**config.mk**
```make
export PLATFORM = sky130hd
export DESIGN_NAME = gsa_ram
export DESIGN_NICKNAME = d
export VERILOG_FILES = /design/src/hw/rtl/gsa_ram.sv
export SDC_FILE = /design/constraint.sdc
export NUM_CORES = 1
export LEC_CHECK = 0
export ABC_CLOCK_PERIOD_IN_PS = 2100
export BUFFER_PORTS_ARGS = -buffer_cell sky130_fd_sc_hd__buf_2
export CORE_ASPECT_RATIO = 1.4
export CORE_UTILIZATION = 35
export DETAILED_ROUTE_END_ITERATION = 12
export SYNTH_ARGS = -nofsm -noshare
export SYNTH_HDL_FRONTEND = slang
export SYNTH_SLANG_ARGS = --single-unit
```
**constraint.sdc**
```tcl
create_clock -name aclk -period 2.1 [get_ports aclk]
set_input_delay 0.105 -clock aclk [delete_from_list [all_inputs] [get_ports aclk]]
set_output_delay 0.105 -clock aclk [all_outputs]
set_load 0.01 [all_outputs]
```
**src/hw/rtl/gsa_ram.sv**
```systemverilog
// Generic single-port-write, single-port-read RAM with registered read data.
module gsa_ram #(
    parameter int WIDTH = 8,
    parameter int DEPTH = 16
) (
    input  logic                     aclk,
    input  logic                     we,
    input  logic [$clog2(DEPTH)-1:0] waddr,
    input  logic [WIDTH-1:0]         wdata,
    input  logic [$clog2(DEPTH)-1:0] raddr,
    output logic [WIDTH-1:0]         rdata
);

    logic [WIDTH-1:0] mem [DEPTH];
    logic [WIDTH-1:0] rdata_reg;

    always_ff @(posedge aclk) begin
        if (we) begin
            mem[waddr] <= wdata;
        end
        rdata_reg <= mem[raddr];
    end

    assign rdata = rdata_reg;

endmodule

```
==> results of run 1 <==
==> power by group through the flow <==
stage          logic [mW]  clock network (mW)  registers (mW)
6_report            0.287                3.34            3.05
5_1_grt             0.313                3.51            3.06
4_1_cts             0.292                3.40            3.06
3_5_place_dp        0.291                   0            3.11
3_3_place_gp        0.284                   0            3.11
2_1_floorplan       0.154                   0            3.11
==> final cells by class <==
type / count / area share, %
sequential: 136 / 63.9
multi-input combinational: 83 / 16.9
clock buffer: 17 / 6.79
timing repair buffer: 44 / 4.67
clock inverter: 15 / 3.97
tap: 189 / 3.77
==> cell families (layout without fill, tap and decap cells) <==
kind of cell	Yosys count	after routing
compound gates	16	16
mux	32	32
simple gates	35	35
flops	136	136
buf+inv	10	76
==> layout by cell type (no fill, tap or decap) <==
cell	instances
a22oi_1	16
and2_1	1
and2b_1	1
buf_12	2
buf_2	25
buf_4	17
bufinv_16	6
clkbuf_16	17
clkinv_2	2
clkinv_4	3
clkinvlp_4	2
dfxtp_1	8
edfxtp_1	128
inv_6	2
mux4_1	14
mux4_2	18
nand2_1	9
nand2b_1	2
nand3_1	1
nand3b_1	2
nor2_1	13
nor2b_1	1
nor3_1	4
or3b_2	1
==> worst max-delay path: cells and delay by family (launching register included) <==
| family | cells | cell delay [ns] |
|---|---|---|
| mux | 1 | 0.55 |
| simple gates | 1 | 0.08 |
| flops | 1 | 0.37 |
| compound gates | 1 | 0.25 |
==> metrics by stage <==
stage | std cells | util, %
after detailed placement | 452 | 38.9
after CTS | 484 | 43.6
after floorplan | 229 | -
after global routing | 484 | 43.6
after global placement | 452 | 38.9
final | 484 | 43.6
==> worst paths after layout <==
path / from / slack [ns] / to
max: mem[5][3]$_DFFE_PP_ / 0.74 / rdata[3]$_DFF_P_
min: wdata[2] / 0.08 / mem[4][2]$_DFFE_PP_
max reg2reg: mem[5][3]$_DFFE_PP_ / 0.74 / rdata[3]$_DFF_P_
min reg2reg: mem[11][5]$_DFFE_PP_ / 0.67 / rdata[5]$_DFF_P_
==> layer usage <==
layer  track usage, %  up-vias  part of all wire (%)
met4             6.93        0                   2.1
met2             23.8       70                    52
met3             3.58       14                   4.3
li1                 -     1077                     -
met5                0        -                     0
met1             18.0     1241                    41
==> metrics.txt, run 1 <==
Fill cells 1212; via density per instance 4.96; largest net degree at the start of global routing 33; number of instances in the synthesized netlist 229; core footprint 0.0144 mm2; endpoint kind of the worst setup timing path flip-flop; combined area of all synthesized cells 0.00515 mm2; Top Ports 26; cell-internal power 5.39 mW; number of buffers inserted by hold repair at cts 0; Reg area 0.00400 mm2; number of port buffers 25; Die X 104 um; fraction of the mapped netlist area in compound gates 2.33%; clk slew on worst S/H paths 0.06 ns; Crit-path slowest cell mux4_1; routed wire length per instance 20.7 um; top area cells in the synthesized netlist edfxtp_1 (75%), mux4_2 (7.9%), mux4_1 (7.1%), dfxtp_1 (3.1%), a22oi_1 (2.3%); routability congestion estimate from global placement 0.706; CTS tree built; Resize count post-CTS 0; overflow left after global routing 0; number of post-CTS setup repair buffers 0; max-capacitance violation count 0; cell count of the worst hold path 1; series of cell instances along the critical path mux4_1 -> a22oi_1 -> nand2_1; mean area per synthesized cell 22.5 um2; maximum count of clock buffers along a single path 2; Layout Skew 0.00355 ns; Critical Path Fanout Max 1; power share of the combinational group 4.3%; number of nets with antenna violations after routing 0; final cell area excluding filler cells 0.00626 mm2; ys flop type edfxtp_1; share of the clock period used by the worst path 64.8%; combinational family with the most area after synthesis multiplexers; final wirelength 10000 um; most frequently used cell type in the post-synthesis netlist edfxtp_1; reported leakage power 2.13 nW; Largest register FFs 128; drt drc 0; outcome completed; fraction of final layout cells with drive strength greater than 1 32.2%; Reg2Reg Depth 3; Die Span Y 145 um; # nets final 300; list of most frequent post-synthesis cells edfxtp_1 (128), mux4_2 (18), a22oi_1 (16); half-perimeter wire length after placement 6630 um; RSZ-0062 raised after global routing false; multiplexer fraction of the synthesized cell area 15.0%; total count of hold-check failures in the final report 0; number of vias after detailed routing 2402; share of async-settable or async-resettable flops after synthesis 0%; cell type with the highest aggregate area in the netlist edfxtp_1; total power 6.68 mW; sw frac 19.3%; number of distinct library cell variants in the gate-level netlist after synthesis 19; maximum resistive drop on vdd 0.507 mV; sort of element at the start of the critical path flip-flop; xor-xnor portion of the synthesized cell area 0%; normalized max-slew margin 51.0%; Syn. warnings 0; Synth Area in Simple Gates 3.18%; pwr dens 1070 mW/mm2; max-slew violation count 0; number of iterations in the first detailed-routing pass 4; Clock Sink Count 136; flip-flop and latch count after synthesis 136; row count 52; portion of the post-synthesis area used by sequential elements 77.8%; setup slack of the critical path after layout 0.738 ns; Setup Slack @ Placement 0.520 ns; clock root buffer master clkbuf_16; die area 0.0152 mm2; WP data required 2.39 ns; final setup violating endpoints 0; share of the synthesized area in the top cell type 74.7%; Worst Hold Margin 0.0846 ns; longest individual stage delay on the worst path 0.55 ns; number of H-tree levels 4; worst slew pin tran 0.732 ns; global-route wire length before repair 15800 um; portion of total power attributed to sequential cells 45.7%; diodes inserted 0; Total Negative Setup Slacks 0 ns; synthesized netlist net count 247; arrival time worst endpoint 1.66 ns; net switching power 1.29 mW; Total Routing Usage GR 14.5%; adder-cell area share of the yosys netlist 0%; WS Path Type reg -> reg; proportion of power drawn by the clock network 50.0%; signed area change from the synthesized netlist to the final layout 21.7%; DRT iter0 DRCs 122; top achievable clock speed 734 MHz; post-route minimum period 1.36 ns; worst min-delay path class in -> reg; number of flops mapped to enable cells by yosys 128; cts bufs inserted 17; number of antenna violations at the first check in global routing 0; area used by multi-input combinational logic 0.00106 mm2; clock latency on the worst-skew pair 0.41 ns; vias in the first global route 2656; initial core utilization 35.8%; Placed Instance Area 0.00559 mm2
No activity file was read; power rests on OpenSTA's default activity.
==> run 2, diff against run 1 <==
Settings changed: ABC_CLOCK_PERIOD_IN_PS 2100 to 1150.
Clock period 2.1 ns to 1.15 ns, I/O delays scaled along.
==> run 2 against run 1 <==
The flow now finishes with violations (negative setup slack); clock power grew 47%; setup slack worse by 0.86 ns; critical path depth is the same; via count increased by 0.46%; clock skew up 0.0032 ns; sequential power up 83%; largest power group is now sequential cells; maximum frequency up 7.0%; wire length decreased by 1.3%; global-route usage shrank 0.14 points.
==> metrics.txt, run 2 (synthesis results as in run 1) <==
outcome complete, but fails checks (was completed); failing checks negative setup slack; number of antenna violations at the first check in global routing 0 (unchanged); global-route met1 utilization 17.0% (was 18.0%); reported leakage power 2.07 nW (was 2.13 nW); clock latency on the worst-skew pair 0.42 ns (was 0.41 ns); global-route wire length before repair 15600 um (was 15800 um); cell count after placement 461 (was 452); post-route insts no fill 493 (was 484); clk slew on worst S/H paths 0.06 ns (about the same); number of iterations in the first detailed-routing pass 4 (unchanged); endpoint kind of the worst setup timing path flip-flop (unchanged); Die Span Y 145 um (unchanged); worst min-delay path class in -> reg (unchanged); number of buffers inserted by hold repair at cts 0 (unchanged); cell count of the worst hold path 1 (unchanged); diodes inserted 0 (unchanged); total power 11.1 mW (was 6.68 mW); sort of element at the start of the critical path flip-flop (unchanged); clock root buffer master clkbuf_16 (unchanged); arrival time worst endpoint 1.56 ns (was 1.66 ns); routed wire length per instance 20.0 um (was 20.7 um); Worst Hold Margin 0.0314 ns (was 0.0846 ns); final wirelength 9880 um (was 10000 um); initial core utilization 35.8% (unchanged); number of post-CTS setup repair buffers 0 (unchanged); most crowded layer after global routing met2 (unchanged); Clock Sink Count 136 (unchanged); via density per instance 4.89 (was 4.96); top achievable clock speed 786 MHz (was 734 MHz); Die X 104 um (unchanged); maximum resistive drop on vdd 1.32 mV (was 0.507 mV); max-capacitance violation count 0 (unchanged); grt met2 use 24.4% (was 23.8%); Critical Path Fanout Max 1 (unchanged); Layout Skew 0.00676 ns (was 0.00355 ns); leading cell type in the layout, fill and taps excluded edfxtp_1 (unchanged); CTS tree built (unchanged); number of vias after detailed routing 2413 (was 2402); worst slew pin tran 0.949 ns (was 0.732 ns); RSZ-0062 raised after global routing true (was false); WS Path Type reg -> reg (unchanged); die area 0.0152 mm2 (unchanged); Reg2Reg Depth 3 (unchanged); Top Ports 26 (unchanged); overflow left after global routing 0 (unchanged); row count 52 (unchanged); vias in the first global route 2662 (was 2656); share of the clock period used by the worst path 111% (was 64.8%); number of port buffers 25 (unchanged); met3 GRT Util 3.94% (was 3.58%); total count of hold-check failures in the final report 0 (unchanged); final setup violating endpoints 8 (was 0); DRT iter0 DRCs 169 (was 122); largest net degree at the start of global routing 17 (was 33); core footprint 0.0144 mm2 (unchanged); # nets final 309 (was 300); normalized max-slew margin 36.5% (was 51.0%); signed area change from the synthesized netlist to the final layout 22.0% (was 21.7%); number of nets with antenna violations after routing 0 (unchanged); cts bufs inserted 17 (unchanged); half-perimeter wire length after placement 6620 um (was 6630 um); number of H-tree levels 4 (unchanged); WP data required 1.44 ns (was 2.39 ns); maximum count of clock buffers along a single path 2 (unchanged); Total Routing Usage GR 14.4% (was 14.5%); fraction of final layout cells with drive strength greater than 1 42.4% (was 32.2%); setup slack of the critical path after layout -0.122 ns (was 0.738 ns); Largest register FFs 128 (unchanged); max-slew violation count 0 (unchanged); top library cells by usage in the layout, fill and taps aside edfxtp_1 (128), mux4_2 (31), buf_2 (25), buf_4 (22), clkbuf_16 (17) (was edfxtp_1 (128), buf_2 (25), mux4_2 (18), clkbuf_16 (17), buf_4 (17)); pwr dens 1760 mW/mm2 (was 1070 mW/mm2); Fill cells 1206 (was 1212); post-route minimum period 1.27 ns (was 1.36 ns); routability congestion estimate from global placement 0.750 (was 0.706); drt drc 0 (unchanged)
-- run 2: cell types whose count changed in the layout (fill, tap and decap cells not counted), sizes merged --
cell,change
buf,+9
bufinv,-5
clkinv,+3
clkinvlp,+2
clkbuf,+1
inv,-1
-- run 2: area by class of cell --
| cell class | instances | area (um2) | area share [%] |
|---|---|---|---|
| Sequential cell | 136 | 4000 | 63.8 |
| Multi-Input combinational cell | 83 | 1090 | 17.4 |
| Clock buffer | 18 | 429 | 6.84 |
| Timing Repair Buffer | 53 | 410 | 6.54 |
| Tap cell | 189 | 236 | 3.77 |
| Clock inverter | 14 | 109 | 1.73 |
-- run 2: timing repair --
item / 4_1_cts / 5_1_grt
setup endpoints to repair: 8 / 8
hold endpoints to repair: 0 / 0
cloned: 0 / 0
pin swaps: 7 / 7
resized for setup: 17 / 5
-- run 2: power by group --
group          internal (mW)  total, mW  switching [mW]
Combinational          0.263      0.588           0.325
Sequential              5.54       5.57          0.0296
Clock                   2.93       4.90            1.97
-- run 2: layer usage --
layer	up-vias	wire, um
li1	1085	-
met1	1251	3960
met2	63	5360
met3	14	389
met4	0	176
met5	-	0
-- run 2: final timing paths --
| check | startpoint | endpoint | slack, ns |
|---|---|---|---|
| worst min-delay path | wdata[6] | mem[4][6]$_DFFE_PP_ | 0.03 |
| worst max-delay path | mem[11][0]$_DFFE_PP_ | rdata[0]$_DFF_P_ | -0.12 |
| worst max register to register | mem[11][0]$_DFFE_PP_ | rdata[0]$_DFF_P_ | -0.12 |
| worst min register to register | mem[15][3]$_DFFE_PP_ | rdata[3]$_DFF_P_ | 0.68 |
-- run 2: through the flow --
| stage | setup WS (ns) | setup TNS [ns] | util [%] | cell area [um2] |
|---|---|---|---|---|
| floorplan | -0.0440 | -0.397 | - | 5190 |
| global placement | -0.275 | -6.06 | 39.9 | 5740 |
| detailed placement | -0.292 | -7.78 | 39.9 | 5740 |
| CTS | -0.142 | -0.841 | 43.6 | 6270 |
| global route | -0.156 | -1.08 | 43.7 | 6280 |
| finish | -0.122 | -0.697 | 43.7 | 6280 |
-- run 2: worst max-delay path, stage by stage (launching register included) --
cell and delay, ns:
edfxtp_1 0.37, mux4_2 0.48, a22oi_1 0.19, nand2_1 0.11
